**config.mk**
```make
export PLATFORM = sky130hd
export DESIGN_NAME = key_to_tone_synthesizer_flat
export DESIGN_NICKNAME = d
export VERILOG_FILES = /design/src/kts_pkg.sv /design/src/kts_if.sv /design/src/kts_result_fifo.sv /design/src/key_to_tone_synthesizer.sv /design/src/flat_wrapper.sv
export SDC_FILE = /design/constraint.sdc
export NUM_CORES = 1
export LEC_CHECK = 0
export BUFFER_PORTS_ARGS = -buffer_cell sky130_fd_sc_hd__buf_2
export CAP_MARGIN = 20
export CORE_ASPECT_RATIO = 1.2
export CORE_MARGIN = 1.5
export CORE_UTILIZATION = 41
export DETAILED_ROUTE_END_ITERATION = 6
export HOLD_SLACK_MARGIN = 0.02
export PLACE_DENSITY = 0.67
export REMOVE_ABC_BUFFERS = 1
export SLEW_MARGIN = 10
export SYNTH_ARGS = -nofsm -noshare
export SYNTH_HDL_FRONTEND = slang
export SYNTH_HIERARCHICAL = 1
export SYNTH_SLANG_ARGS = --single-unit
```
**constraint.sdc**
```tcl
create_clock -name clock -period 16.6 [get_ports clock]
set_input_delay 3.32 -clock clock [delete_from_list [all_inputs] [get_ports clock]]
set_output_delay 3.32 -clock clock [all_outputs]
set_load 0.01 [all_outputs]
```
**src/kts_pkg.sv**
```systemverilog
// kts_pkg: shared types, note tables and sine table helper for the key to tone synthesizer
`timescale 1ns / 1ps
package kts_pkg;

   // note table: key byte, frequency in Hz, hold length in ms
   localparam int NOTE_COUNT = 40;

   localparam logic [7:0] NOTE_KEY [NOTE_COUNT] = '{
      8'h31, 8'h32, 8'h33, 8'h34, 8'h35, 8'h36, 8'h37, 8'h38, 8'h39, 8'h30, 8'h2d, 8'h3d,
      8'h71, 8'h77, 8'h65, 8'h72, 8'h74, 8'h79, 8'h75, 8'h69, 8'h6f, 8'h70, 8'h5b, 8'h5d,
      8'h21, 8'h40, 8'h23, 8'h24, 8'h25, 8'h5e, 8'h26, 8'h2a, 8'h28, 8'h29, 8'h5f, 8'h2b,
      8'h51, 8'h57, 8'h45, 8'h52
   };

   localparam logic [12:0] NOTE_HZ [NOTE_COUNT] = '{
      13'd440,  13'd466,  13'd494,  13'd523,  13'd554,  13'd587,
      13'd622,  13'd659,  13'd698,  13'd740,  13'd784,  13'd831,
      13'd880,  13'd932,  13'd988,  13'd1047, 13'd1109, 13'd1175,
      13'd1245, 13'd1319, 13'd1397, 13'd1480, 13'd1568, 13'd1661,
      13'd1760, 13'd1865, 13'd1980, 13'd2093, 13'd2218, 13'd2349,
      13'd2489, 13'd2637, 13'd2794, 13'd2960, 13'd3136, 13'd3322,
      13'd3520, 13'd3729, 13'd3951, 13'd4186
   };

   localparam logic [8:0] NOTE_HOLD_MS [NOTE_COUNT] = '{
      9'd360, 9'd357, 9'd353, 9'd350, 9'd347, 9'd344, 9'd341, 9'd338, 9'd334, 9'd330,
      9'd327, 9'd323, 9'd320, 9'd318, 9'd316, 9'd314, 9'd312, 9'd310, 9'd308, 9'd306,
      9'd304, 9'd302, 9'd300, 9'd298, 9'd296, 9'd294, 9'd292, 9'd290, 9'd288, 9'd286,
      9'd284, 9'd282, 9'd280, 9'd278, 9'd276, 9'd274, 9'd272, 9'd270, 9'd268, 9'd266
   };

   // longest hold, used to size the tick counters
   localparam int MAX_HOLD_MS = 360;

   // q30 and q15 fixed point constants for the sine polynomial
   localparam logic [63:0] Q30_ONE     = 64'd1073741824;
   localparam logic [63:0] HALF_PI_Q30 = 64'd1686629713;
   localparam logic [63:0] Q15_ROUND   = 64'd16384;
   localparam logic [63:0] Q15_ONE     = 64'd32768;

   // configuration register map
   localparam int CSR_ADDR_BITS = 3;
   localparam logic CSR_AMPLITUDE = 1'b0;
   localparam logic [14:0] AMPLITUDE_RESET = 15'd700;

   // result queue
   localparam int RESULT_FIFO_DEPTH = 8;
   localparam int FIFO_PTR_BITS = $clog2(RESULT_FIFO_DEPTH);
   localparam int FIFO_CNT_BITS = $clog2(RESULT_FIFO_DEPTH + 1);

   typedef struct packed {
      logic signed [15:0] sample_value;
      logic               sample_valid;
      logic [7:0]         echo_code;
      logic               echo_valid;
   } rsp_item_type;

   // sine of a q30 angle in [0, pi/2] as q15, taylor series, rounded half up, capped at 1.0
   function automatic logic [15:0] q15_sine(input logic [63:0] x);
      logic [63:0] x2;
      logic [63:0] t;
      logic [63:0] s;
      x2 = (x * x) >> 30;
      t  = Q30_ONE - x2 / 64'd110;
      t  = Q30_ONE - ((x2 * t) >> 30) / 64'd72;
      t  = Q30_ONE - ((x2 * t) >> 30) / 64'd42;
      t  = Q30_ONE - ((x2 * t) >> 30) / 64'd20;
      t  = Q30_ONE - ((x2 * t) >> 30) / 64'd6;
      s  = (x * t) >> 30;
      s  = (s + Q15_ROUND) >> 15;
      if (s > Q15_ONE) begin
         s = Q15_ONE;
      end
      return s[15:0];
   endfunction

endpackage

```
**src/kts_if.sv**
```systemverilog
// kts_req_if and kts_rsp_if: request and result channels of the key to tone synthesizer
`timescale 1ns / 1ps
interface kts_req_if;
   logic       valid;
   logic       ready;
   logic       command;
   logic [7:0] key_code;

   modport source (output valid, output command, output key_code, input ready);
   modport sink (input valid, input command, input key_code, output ready);
endinterface

interface kts_rsp_if;
   logic              valid;
   logic              ready;
   logic signed [15:0] sample_value;
   logic              sample_valid;
   logic [7:0]        echo_code;
   logic              echo_valid;

   modport source (output valid, output sample_value, output sample_valid,
                   output echo_code, output echo_valid, input ready);
   modport sink (input valid, input sample_value, input sample_valid,
                 input echo_code, input echo_valid, output ready);
endinterface

```
**src/kts_result_fifo.sv**
```systemverilog
// kts_result_fifo: result queue between the synthesis pipeline and the result channel
`timescale 1ns / 1ps
module kts_result_fifo
   import kts_pkg::*;
(
   input  logic         clock,
   input  logic         reset,
   input  logic         wr_en,
   input  rsp_item_type wr_item,
   kts_rsp_if.source    rsp_if
);

   rsp_item_type              mem_ff [RESULT_FIFO_DEPTH];
   logic [FIFO_PTR_BITS-1:0]  wr_ptr_ff, wr_ptr_in;
   logic [FIFO_PTR_BITS-1:0]  rd_ptr_ff, rd_ptr_in;
   logic [FIFO_CNT_BITS-1:0]  count_ff, count_in;
   logic                      pop;
   rsp_item_type              head;

   assign pop  = rsp_if.valid && rsp_if.ready;
   assign head = mem_ff[rd_ptr_ff];

   assign rsp_if.valid        = (count_ff != '0);
   assign rsp_if.sample_value = head.sample_value;
   assign rsp_if.sample_valid = head.sample_valid;
   assign rsp_if.echo_code    = head.echo_code;
   assign rsp_if.echo_valid   = head.echo_valid;

   always_comb begin
      wr_ptr_in = wr_en ? wr_ptr_ff + 1'b1 : wr_ptr_ff;
      rd_ptr_in = pop ? rd_ptr_ff + 1'b1 : rd_ptr_ff;
      count_in  = count_ff;
      if (wr_en && !pop) begin
         count_in = count_ff + 1'b1;
      end else if (!wr_en && pop) begin
         count_in = count_ff - 1'b1;
      end
   end

   always_ff @(posedge clock) begin
      if (reset) begin
         wr_ptr_ff <= '0;
         rd_ptr_ff <= '0;
         count_ff  <= '0;
      end else begin
         wr_ptr_ff <= wr_ptr_in;
         rd_ptr_ff <= rd_ptr_in;
         count_ff  <= count_in;
      end
   end

   always_ff @(posedge clock) begin
      if (wr_en) begin
         mem_ff[wr_ptr_ff] <= wr_item;
      end
   end

endmodule

```
**src/key_to_tone_synthesizer.sv**
```systemverilog
// key_to_tone_synthesizer: key byte driven sine tone generator with an apb register port
// path: a result passes stages a, b and c and the result queue before rsp_if offers it
// throughput: one request per cycle while req_if.ready is high; the note state updates in
// the accept cycle; sine lookup, scaling and sign run in a free-running pipeline into an
// 8-entry result queue; req_if.ready drops only when 8 results are in flight or queued
// reset: synchronous, clears the pipeline and queue, amplitude 700, tone silent
`timescale 1ns / 1ps
module key_to_tone_synthesizer
   import kts_pkg::*;
#(
   parameter int SINE_TABLE_DEPTH = 256,
   parameter int PHASE_BITS       = 32,
   parameter int TICK_RATE_HZ     = 10000
) (
   input  logic                     clock,
   input  logic                     reset,
   kts_req_if.sink                  req_if,
   kts_rsp_if.source                rsp_if,
   input  logic                     psel,
   input  logic                     penable,
   input  logic                     pwrite,
   input  logic [CSR_ADDR_BITS-1:0] paddr,
   input  logic [31:0]              pwdata,
   output logic [31:0]              prdata,
   output logic                     pready
);

   // quarter-wave table holds QUARTER+1 entries, index 0..QUARTER
   localparam int QUARTER   = SINE_TABLE_DEPTH / 4;
   localparam int IDX_BITS  = $clog2(QUARTER + 1);
   localparam int REST_BITS = PHASE_BITS - 2;
   localparam int PROD_BITS = REST_BITS + IDX_BITS;
   // elapsed ticks run one past the longest hold before the tone goes silent
   localparam int MAX_HOLD  = (MAX_HOLD_MS * TICK_RATE_HZ + 500) / 1000;
   localparam int HOLD_BITS = $clog2(MAX_HOLD + 2);

   // ---------------------------------------------------------------------------------
   // constant tables: per-note phase step and hold, and the quarter sine table
   // ---------------------------------------------------------------------------------
   logic [PHASE_BITS-1:0] step_tbl [NOTE_COUNT];
   logic [HOLD_BITS-1:0]  hold_tbl [NOTE_COUNT];
   logic [15:0]           sine_tbl [QUARTER+1];

   for (genvar n = 0; n < NOTE_COUNT; n++) begin : g_note
      // step = freq * 2^PHASE_BITS / tick rate, halves rounded up
      localparam logic [63:0] STEP_FULL =
         ((64'(NOTE_HZ[n]) << PHASE_BITS) + 64'(TICK_RATE_HZ / 2)) / 64'(TICK_RATE_HZ);
      localparam logic [63:0] HOLD_FULL =
         (64'(NOTE_HOLD_MS[n]) * 64'(TICK_RATE_HZ) + 64'd500) / 64'd1000;
      assign step_tbl[n] = STEP_FULL[PHASE_BITS-1:0];
      assign hold_tbl[n] = HOLD_FULL[HOLD_BITS-1:0];
   end

   for (genvar i = 0; i <= QUARTER; i++) begin : g_sine
      localparam logic [63:0] ANGLE = (64'(i) * HALF_PI_Q30) / 64'(QUARTER);
      assign sine_tbl[i] = q15_sine(ANGLE);
   end

   // ---------------------------------------------------------------------------------
   // configuration port
   // ---------------------------------------------------------------------------------
   logic [14:0] amplitude_ff, amplitude_in;
   logic        csr_write;

   assign pready    = 1'b1;
   assign csr_write = psel && penable && pwrite && pready;
   assign prdata    = (paddr[2] == CSR_AMPLITUDE) ? {17'b0, amplitude_ff} : 32'b0;

   always_comb begin
      amplitude_in = amplitude_ff;
      if (csr_write && paddr[2] == CSR_AMPLITUDE) begin
         amplitude_in = pwdata[14:0];
      end
   end

   // ---------------------------------------------------------------------------------
   // note state, updated in the cycle a request is accepted
   // ---------------------------------------------------------------------------------
   logic [PHASE_BITS-1:0] phase_acc_ff, phase_acc_in;
   logic [PHASE_BITS-1:0] phase_step_ff, phase_step_in;
   logic [HOLD_BITS-1:0]  hold_length_ff, hold_length_in;
   logic [HOLD_BITS-1:0]  elapsed_ff, elapsed_in;
   logic                  silent_ff, silent_in;

   logic                  accept;
   logic                  key_hit;
   logic [PHASE_BITS-1:0] key_step;
   logic [HOLD_BITS-1:0]  key_hold;
   logic                  is_tick;
   logic                  has_result;
   logic [PROD_BITS-1:0]  phase_prod;

   assign accept  = req_if.valid && req_if.ready;
   assign is_tick = req_if.command;

   // key lookup: keys in the table are distinct
   always_comb begin
      key_hit  = 1'b0;
      key_step = '0;
      key_hold = '0;
      for (int n = 0; n < NOTE_COUNT; n++) begin
         if (req_if.key_code == NOTE_KEY[n]) begin
            key_hit  = 1'b1;
            key_step = step_tbl[n];
            key_hold = hold_tbl[n];
         end
      end
   end

   assign has_result = is_tick || key_hit;

   always_comb begin
      phase_acc_in   = phase_acc_ff;
      phase_step_in  = phase_step_ff;
      hold_length_in = hold_length_ff;
      elapsed_in     = elapsed_ff;
      silent_in      = silent_ff;
      if (accept) begin
         if (is_tick) begin
            if (!silent_ff) begin
               elapsed_in = elapsed_ff + 1'b1;
               if (elapsed_in > hold_length_ff) begin
                  silent_in = 1'b1;
               end
            end
            // phase advances only while the tone is still sounding
            if (!silent_in) begin
               phase_acc_in = phase_acc_ff + phase_step_ff;
            end
         end else if (key_hit) begin
            // restart the note with the new key
            phase_acc_in   = '0;
            phase_step_in  = key_step;
            hold_length_in = key_hold;
            elapsed_in     = '0;
            silent_in      = 1'b0;
         end
      end
   end

   // table index before mirroring: low phase bits scaled to the quarter table
   assign phase_prod = PROD_BITS'(phase_acc_ff[REST_BITS-1:0]) * PROD_BITS'(QUARTER);

   // ---------------------------------------------------------------------------------
   // stage a: quadrant and index, stage b: table read, stage c: amplitude scaling
   // ---------------------------------------------------------------------------------
   logic                a_valid_ff, b_valid_ff, c_valid_ff;
   logic                a_tick_ff, b_tick_ff, c_tick_ff;
   logic                a_zero_ff, b_zero_ff, c_zero_ff;
   logic [1:0]          a_quad_ff;
   logic                b_neg_ff, c_neg_ff;
   logic [IDX_BITS-1:0] a_index_ff;
   logic [7:0]          a_echo_ff, b_echo_ff, c_echo_ff;
   logic [15:0]         b_entry_ff;
   logic [15:0]         c_mag_ff;

   logic [IDX_BITS-1:0] rom_addr;
   logic [30:0]         scaled;
   rsp_item_type        out_item;

   // quadrants 1 and 3 run the table backwards
   assign rom_addr = a_quad_ff[0] ? IDX_BITS'(QUARTER) - a_index_ff : a_index_ff;
   assign scaled   = 31'(amplitude_ff) * 31'(b_entry_ff);

   always_comb begin
      out_item.sample_valid = c_tick_ff;
      out_item.echo_valid   = !c_tick_ff;
      out_item.echo_code    = c_tick_ff ? 8'h00 : c_echo_ff;
      if (c_zero_ff) begin
         out_item.sample_value = 16'sd0;
      end else if (c_neg_ff) begin
         out_item.sample_value = -$signed(c_mag_ff);
      end else begin
         out_item.sample_value = $signed(c_mag_ff);
      end
   end

   // ---------------------------------------------------------------------------------
   // credits: results accepted and not yet delivered never exceed the queue depth
   // ---------------------------------------------------------------------------------
   logic [FIFO_CNT_BITS-1:0] credit_ff, credit_in;
   logic                     credit_take;
   logic                     credit_give;

   assign credit_take  = accept && has_result;
   assign credit_give  = rsp_if.valid && rsp_if.ready;
   assign req_if.ready = (credit_ff < FIFO_CNT_BITS'(RESULT_FIFO_DEPTH));

   always_comb begin
      credit_in = credit_ff;
      if (credit_take && !credit_give) begin
         credit_in = credit_ff + 1'b1;
      end else if (!credit_take && credit_give) begin
         credit_in = credit_ff - 1'b1;
      end
   end

   // control state
   always_ff @(posedge clock) begin
      if (reset) begin
         amplitude_ff   <= AMPLITUDE_RESET;
         phase_acc_ff   <= '0;
         phase_step_ff  <= '0;
         hold_length_ff <= '0;
         elapsed_ff     <= '0;
         silent_ff      <= 1'b1;
         credit_ff      <= '0;
         a_valid_ff     <= 1'b0;
         b_valid_ff     <= 1'b0;
         c_valid_ff     <= 1'b0;
      end else begin
         amplitude_ff   <= amplitude_in;
         phase_acc_ff   <= phase_acc_in;
         phase_step_ff  <= phase_step_in;
         hold_length_ff <= hold_length_in;
         elapsed_ff     <= elapsed_in;
         silent_ff      <= silent_in;
         credit_ff      <= credit_in;
         a_valid_ff     <= credit_take;
         b_valid_ff     <= a_valid_ff;
         c_valid_ff     <= b_valid_ff;
      end
   end

   // pipeline payload, free running
   always_ff @(posedge clock) begin
      // stage a: sample uses the phase before this tick's advance
      a_tick_ff  <= is_tick;
      a_zero_ff  <= !is_tick || silent_in;
      a_quad_ff  <= phase_acc_ff[PHASE_BITS-1 -: 2];
      a_index_ff <= phase_prod[PROD_BITS-1 -: IDX_BITS];
      a_echo_ff  <= req_if.key_code;
      // stage b: registered table read
      b_tick_ff  <= a_tick_ff;
      b_zero_ff  <= a_zero_ff;
      b_neg_ff   <= a_quad_ff[1];
      b_entry_ff <= sine_tbl[rom_addr];
      b_echo_ff  <= a_echo_ff;
      // stage c: magnitude truncated toward zero
      c_tick_ff  <= b_tick_ff;
      c_zero_ff  <= b_zero_ff;
      c_neg_ff   <= b_neg_ff;
      c_mag_ff   <= scaled[30:15];
      c_echo_ff  <= b_echo_ff;
   end

   kts_result_fifo u_result_fifo (
      .clock   (clock),
      .reset   (reset),
      .wr_en   (c_valid_ff),
      .wr_item (out_item),
      .rsp_if  (rsp_if)
   );

endmodule

```
**src/flat_wrapper.sv**
```systemverilog
// flat-port wrapper written by rule: the top's interface ports become plain ports
module key_to_tone_synthesizer_flat import kts_pkg::*;
#(
   parameter int SINE_TABLE_DEPTH = 256,
   parameter int PHASE_BITS       = 32,
   parameter int TICK_RATE_HZ     = 10000
)
  (clock, reset, psel, penable, pwrite, paddr, pwdata, prdata, pready, req_if_valid, req_if_command, req_if_key_code, req_if_ready, rsp_if_valid, rsp_if_sample_value, rsp_if_sample_valid, rsp_if_echo_code, rsp_if_echo_valid, rsp_if_ready);
  kts_req_if req_if_i ();
  kts_rsp_if rsp_if_i ();
  input  logic clock;
  input  logic reset;
  input  logic psel;
  input  logic penable;
  input  logic pwrite;
  input  logic [CSR_ADDR_BITS-1:0] paddr;
  input  logic [31:0] pwdata;
  output logic [31:0] prdata;
  output logic pready;
  input wire logic [$bits(req_if_i.valid)-1:0] req_if_valid;
  input wire logic [$bits(req_if_i.command)-1:0] req_if_command;
  input wire logic [$bits(req_if_i.key_code)-1:0] req_if_key_code;
  output wire logic [$bits(req_if_i.ready)-1:0] req_if_ready;
  output wire logic [$bits(rsp_if_i.valid)-1:0] rsp_if_valid;
  output wire logic [$bits(rsp_if_i.sample_value)-1:0] rsp_if_sample_value;
  output wire logic [$bits(rsp_if_i.sample_valid)-1:0] rsp_if_sample_valid;
  output wire logic [$bits(rsp_if_i.echo_code)-1:0] rsp_if_echo_code;
  output wire logic [$bits(rsp_if_i.echo_valid)-1:0] rsp_if_echo_valid;
  input wire logic [$bits(rsp_if_i.ready)-1:0] rsp_if_ready;
  assign req_if_i.valid = req_if_valid;
  assign req_if_i.command = req_if_command;
  assign req_if_i.key_code = req_if_key_code;
  assign req_if_ready = req_if_i.ready;
  assign rsp_if_valid = rsp_if_i.valid;
  assign rsp_if_sample_value = rsp_if_i.sample_value;
  assign rsp_if_sample_valid = rsp_if_i.sample_valid;
  assign rsp_if_echo_code = rsp_if_i.echo_code;
  assign rsp_if_echo_valid = rsp_if_i.echo_valid;
  assign rsp_if_i.ready = rsp_if_ready;
  key_to_tone_synthesizer #(.SINE_TABLE_DEPTH(SINE_TABLE_DEPTH), .PHASE_BITS(PHASE_BITS), .TICK_RATE_HZ(TICK_RATE_HZ)) u_core (.clock(clock), .reset(reset), .req_if(req_if_i), .rsp_if(rsp_if_i), .psel(psel), .penable(penable), .pwrite(pwrite), .paddr(paddr), .pwdata(pwdata), .prdata(prdata), .pready(pready));
endmodule
```
* Yosys cells after proc, flatten, opt, wreduce, memory -nomap -nowiden
Memories as Yosys holds them, arrays and structs flattened. A register that Yosys moved wholly into a read port is not among the register bits.
Cells that the tools add are included.
Widths: inputs -> output; s select.
** Word-level totals
- Flip-flop bits (word level) :: 177
- Memory bits (read-only) :: 2048
- Word-level logic and storage cells :: 257
- Memories :: 2
- Input bits :: 51
- Bits in writable memories :: 208
- Bits in latches :: 0
- Output and inout port bits :: 61
** Cells by class
- Shifts and indexed selects :: 0
- Add/sub/neg operators :: 10
- Magnitude comparators :: 2
- Bitwise gates (word level) :: 3
- Divide/modulo/power cells :: 0
- Muxes and demuxes :: 146
- Equality and inequality tests :: 42
- $mul :: 1
- Reductions and logical operators :: 24
** Memory list
- (name not given) :: words 128, width 16, read ports 1, clocked after memory_dff 1, wr ports 0, RTL line key_to_tone_synthesizer.sv:237 : b_entry_ff <= sine_tbl[rom_addr];
- u_core.u_result_fifo.mem_ff :: words 8, width 26, read ports 1, clocked after memory_dff 1, wr ports 1, RTL line kts_result_fifo.sv:13 : rsp_item_type mem_ff [RESULT_FIFO_DEPTH];
** Operators with widths (count)
- $mux 12 :: 43
- $mux 30 :: 12
- $mux 29 :: 12
- $mux 31 :: 9
- $mux 28 :: 7
- $eq 8x6->1 const B :: 21
- $eq 8x7->1 const B :: 19
- $mux 32 :: 3
- $mux 1 :: 49
- $add 32x32->32 :: 1
- $mux 16 :: 2
- $mul 15x16->31 :: 1
- $mux 4 :: 4
- $neg 16->16 :: 1
- $mux 15 :: 1
- $add 12x1->12 const B :: 1
- $gt 12x12->1 :: 1
- $logic_and 1x1->1 :: 10
- $reduce_and 3->1 :: 3
- $add 4x1->4 const B :: 2
- $mux 8 :: 1
- $not 7->8 :: 1
- $sub 4x1->4 const B :: 2
- $mux 7 :: 1
- 10 further kinds :: 21

* Logic depth before layout (Yosys ltp)
- Word-level depth :: 47
- Mapped depth :: 25
- Gate-level depth less buffers :: 23

* Modules after synthesis
Netlist, hierarchy kept.
** Modules (own cells, without submodules)
- key_to_tone_synthesizer :: sequential area each 3623.5 um^2, area an instance 18864.3 um^2, cells each 2346, instances 1
- kts_result_fifo :: sequential area each 6506.2 um^2, area an instance 8594.5 um^2, cells each 370, instances 1

* Least setup slack after synthesis
No wires, ideal clock.
- Path kind :: input-to-output
- From :: in paddr[2]
- To :: out prdata[10]
- Required time :: 13.280 ns
- Data arrival time :: 3.704 ns
- Slack :: 9.576 ns
- Path buffers :: 1
- Stages :: 2
- Path through :: clkbuf_1 > nor2b_1
** On the way
- Longest elaborated chain between the ends :: 1
** RTL lines
- start: declaration :: RTL line flat_wrapper.sv:16 : input logic [CSR_ADDR_BITS-1:0] paddr;
- $mux 15 :: RTL line key_to_tone_synthesizer.sv:67 : assign prdata = (paddr[2] == CSR_AMPLITUDE) ? {17'b0, amplitude_ff} : 32'b0;
- end: declaration :: RTL line flat_wrapper.sv:18 : output logic [31:0] prdata;
No other way between the ends.

* Final worst setup path
Same ends and word-level chain as after synthesis.

==> impl_metrics.py <==
metrics = {
    "status": {
        "status": "finished clean",
    },
    "timing": {
        "grt_setup_unrepaired": "no",
        "sum_neg_setup_slack_ns": 0,
        "finClkSkew_ns": 0.0142,
        "period_needed_ns": 7.12,
        "post-route-worst-setup-slack_ns": 9.48,
        "max_freq_mhz": 141,
        "finalCritPeriodShare": 0.429,
        "slew_at_the_pin_closest_to_its_max_slew_limit_ns": 0.975,
        "hold-worst-slack_ns": 0.325,
        "setup_viol_count_final": 0,
        "slew-limit-headroom": 0.342,
        "final_hold_viol_count": 0,
        "maxSlewViolCount": 0,
    },
    "detailed_routing": {
        "routed_len_inst_um": 20.2,
        "firstDrtPassIters": 6,
        "detail_route.vias_per_cell": 5.64,
        "antenna_violating_nets_remaining": 0,
        "dr_total_vias": 20400,
        "drt-total-wl_um": 73200,
        "final_routed_drc_violation_total": 0,
        "drc_marker_count_from_the_first_detailed_route_iteration": 1852,
    },
    "worst_setup_path": {
        "critical_path.startpoint": "paddr[2]",
        "crit_type": "input port to output pin",
        "crit_path_max_incr_delay_ns": 0.19,
        "critPathLaunchType": "input port",
        "required_ns": 13.28,
        "worst_setup_path_end_kind": "output pin",
        "crit_path_cell_trace": "buf_2 > nor2b_1 > buf_2",
        "cp_data_arrival_time_ns": 3.80,
        "reg2regPathDepth": 21,
        "reg2reg_from": "u_core/amplitude_ff[3]",
        "setup.worst_path.end": "prdata[10]",
        "reg2reg_to": "u_core/c_mag_ff[15]",
        "worst-path-max-fanout": 17,
        "rrSetupSlack_ns": 9.70,
        "critical_path.slowest_cell": "sky130_fd_sc_hd__buf_2",
        "critical_path.most_common_cell": "sky130_fd_sc_hd__buf_2",
    },
    "clock_tree": {
        "post_cts.resized_instances": 0,
        "numClockSinks": 402,
        "cts_tree": "built",
        "ctsHoldBuffers": 0,
        "clock_latency_ns": 0.57,
        "clk_root_buffer_cell": "sky130_fd_sc_hd__clkbuf_16",
        "ctsLongestPathBuffers": 3,
        "clock_pin_slew_worst_setup_and_hold_paths_ns": 0.06,
        "postCtsSetupBuffers": 0,
        "numCtsBuffers": 40,
        "h-tree-depth": 2,
    },
    "power": {
        "power.density_mw_per_mm2": 75.7,
        "switching_share": 0.256,
        "ir_drop_uv": 70.9,
        "netSwitchingPower_uw": 578,
        "power.clock.fraction": 0.388,
        "combinationalPowerShare": 0.132,
        "power.share.sequential": 0.480,
        "post-layout-total-power_mw": 2.26,
        "leakage_nw": 12.4,
        "internal_pwr_total_mw": 1.68,
    },
    "synthesis": {
        "synth_enable_flop_cells": 208,
        "post_synth_num_cell_types": 92,
        "synth_top_cells_by_count": "sky130_fd_sc_hd__nand2_1 (299), sky130_fd_sc_hd__nor2_1 (241), sky130_fd_sc_hd__edfxtp_1 (208)",
        "yosys_reg_bits": 402,
        "synth.top_cells.by_area": "sky130_fd_sc_hd__edfxtp_1 (23%), sky130_fd_sc_hd__dfxtp_1 (14%), sky130_fd_sc_hd__fa_1 (13%)",
        "post_synth_inst_count": 2716,
        "syn_avg_cell_area_um2": 10.1,
        "synthArstFlopShare": 0,
        "synth_seq_area_share": 0.369,
        "yosysTopAreaCell": "sky130_fd_sc_hd__edfxtp_1",
        "cell_with_the_most_instances_after_synthesis": "sky130_fd_sc_hd__nand2_1",
        "synth_top_flop_cell": "sky130_fd_sc_hd__edfxtp_1",
        "synth_top_area_share": 0.227,
        "ys.warnings.count": 6,
        "post_synth_instance_area_mm2": 0.0275,
    },
    "layout": {
        "utilization": 0.452,
        "design_area_mm2": 0.0298,
        "nets_finish": 3087,
        "area_growth_pct": 8.55,
        "finish.cell_count_without_fillers": 3622,
        "antenna_cells": 0,
        "share_of_final_layout_standard_cells_stronger_than_drive_strength_1": 0.0883,
    },
    "place": {
        "port_buffers": 74,
        "placedInstanceArea_mm2": 0.0286,
        "post-dp-hpwl_um": 51500,
        "worst_setup_slack_after_placement_ns": 9.12,
        "post-place-cells": 3551,
        "gp_congestion": 0.976,
    },
    "floorplanning": {
        "initial_utilization": 0.416,
        "design.die.area_mm2": 0.0685,
        "placement_rows": 103,
        "die_width_um": 239,
        "floorplan.die.height_um": 286,
        "core_region_area_mm2": 0.0660,
        "top_level_ports": 112,
    },
    "global_routing": {
        "first_global_vias": 20900,
        "antenna_found_initial": 0,
        "grt_start_max_net_pins": 85,
        "first_pass_grt_wire_length_um": 116000,
        "groute.usage.overall": 0.214,
        "grt-ovfl-total": 0,
    },
    "min_path": {
        "hold_path_class": "flop to flop",
    },
    "run": {
        "cap_violations": 0,
    },
}
[cells by family (layout without fill, tap and decap cells)]
kind of cell	Yosys count	count (layout)	share of synthesized area
and+or+nand+nor	903	903	0.157
xor gates and xnor gates	86	86	0.0274
buffers and inverters	388	386	0.0587
adders and majority gates	336	336	0.203
DFF	402	402	0.369
muxes	91	91	0.0649
AOI/OAI and AO/OA	508	508	0.120
other	2	18	0.000274
[layout make-up]
class | count | area, um^2
tap | 892 | 1120
multi-input combinational | 1942 | 15900
timing repair buffer | 116 | 688
sequential | 402 | 10100
clock buffer | 54 | 1070
clock inverter | 17 | 180
fill | 6228 | 36200
inverter | 199 | 747
[placed cells by master, fill, tap and decap left out, types with 14 or more instances in the layout]
cell / instances
sky130_fd_sc_hd__clkbuf_16: 41
sky130_fd_sc_hd__nor2b_1: 39
sky130_fd_sc_hd__xor2_1: 34
sky130_fd_sc_hd__a21oi_1: 134
sky130_fd_sc_hd__a31oi_1: 18
sky130_fd_sc_hd__nand3_1: 43
sky130_fd_sc_hd__a22oi_1: 33
sky130_fd_sc_hd__buf_2: 73
sky130_fd_sc_hd__nor3_1: 49
sky130_fd_sc_hd__buf_4: 43
sky130_fd_sc_hd__mux2_2: 29
sky130_fd_sc_hd__fa_1: 182
sky130_fd_sc_hd__and3_1: 16
sky130_fd_sc_hd__a311oi_1: 14
sky130_fd_sc_hd__inv_1: 197
sky130_fd_sc_hd__nand2b_1: 27
sky130_fd_sc_hd__o22ai_1: 15
sky130_fd_sc_hd__ha_1: 153
sky130_fd_sc_hd__edfxtp_1: 208
sky130_fd_sc_hd__nand4_1: 14
sky130_fd_sc_hd__mux4_1: 46
sky130_fd_sc_hd__a211oi_1: 36
sky130_fd_sc_hd__nand2_1: 299
sky130_fd_sc_hd__a21o_1: 20
sky130_fd_sc_hd__conb_1: 18
sky130_fd_sc_hd__o211ai_1: 17
sky130_fd_sc_hd__and2_1: 103
sky130_fd_sc_hd__o21a_1: 14
sky130_fd_sc_hd__o21ai_0: 115
sky130_fd_sc_hd__dfxtp_1: 191
sky130_fd_sc_hd__xnor2_1: 48
sky130_fd_sc_hd__nor2_1: 235
[worst min-delay path by stage]
stage,from,end,slack [ns],cells after the start
floorplan,u_core/a_echo_ff[0],u_core/b_echo_ff[0],0.31,0
global placement,u_core/a_echo_ff[7],u_core/b_echo_ff[7],0.31,0
detailed placement,u_core/a_echo_ff[7],u_core/b_echo_ff[7],0.31,0
CTS,u_core/a_echo_ff[7],u_core/b_echo_ff[7],0.33,0
global route,u_core/a_echo_ff[7],u_core/b_echo_ff[7],0.33,0
finish,u_core/a_echo_ff[7],u_core/b_echo_ff[7],0.33,0
[flip-flops by register name, summed over array words and instances, names as in the netlist, 11 cells and up, named ones only]
name and count:
u_core/u_result_fifo/mem_ff 208, u_core/phase_acc_ff 32, u_core/phase_step_ff 31, u_core/c_mag_ff 16, u_core/elapsed_ff 12, u_core/hold_length_ff 11
u_core/b_entry_ff 16, u_core/amplitude_ff 15
[power groups by stage]
stage	Combinational (mW)	Sequential (mW)	Clock, mW
after CTS	0.299	1.08	0.898
final	0.298	1.08	0.875
after floorplan	0.180	1.11	0
after detailed placement	0.298	1.10	0
after global routing	0.323	1.09	0.932
after global placement	0.287	1.10	0
[worst max-delay path, delay by kind of cell]
| family | cells | cell delay (ns) |
|---|---|---|
| buffers and inverters | 2 | 0.33 |
| and+or+nand+nor | 1 | 0.14 |
[metal layers]
layer,vias up,wire (um),part of all wire,GRT usage
met1,10200,29500,0.40,0.263
li1,9443,-,-,-
met3,162,3880,0.053,0.0259
met2,677,36800,0.50,0.379
met5,-,0,0,0
met4,0,2980,0.041,0.0913
No activity file was read; power rests on OpenSTA's default activity.
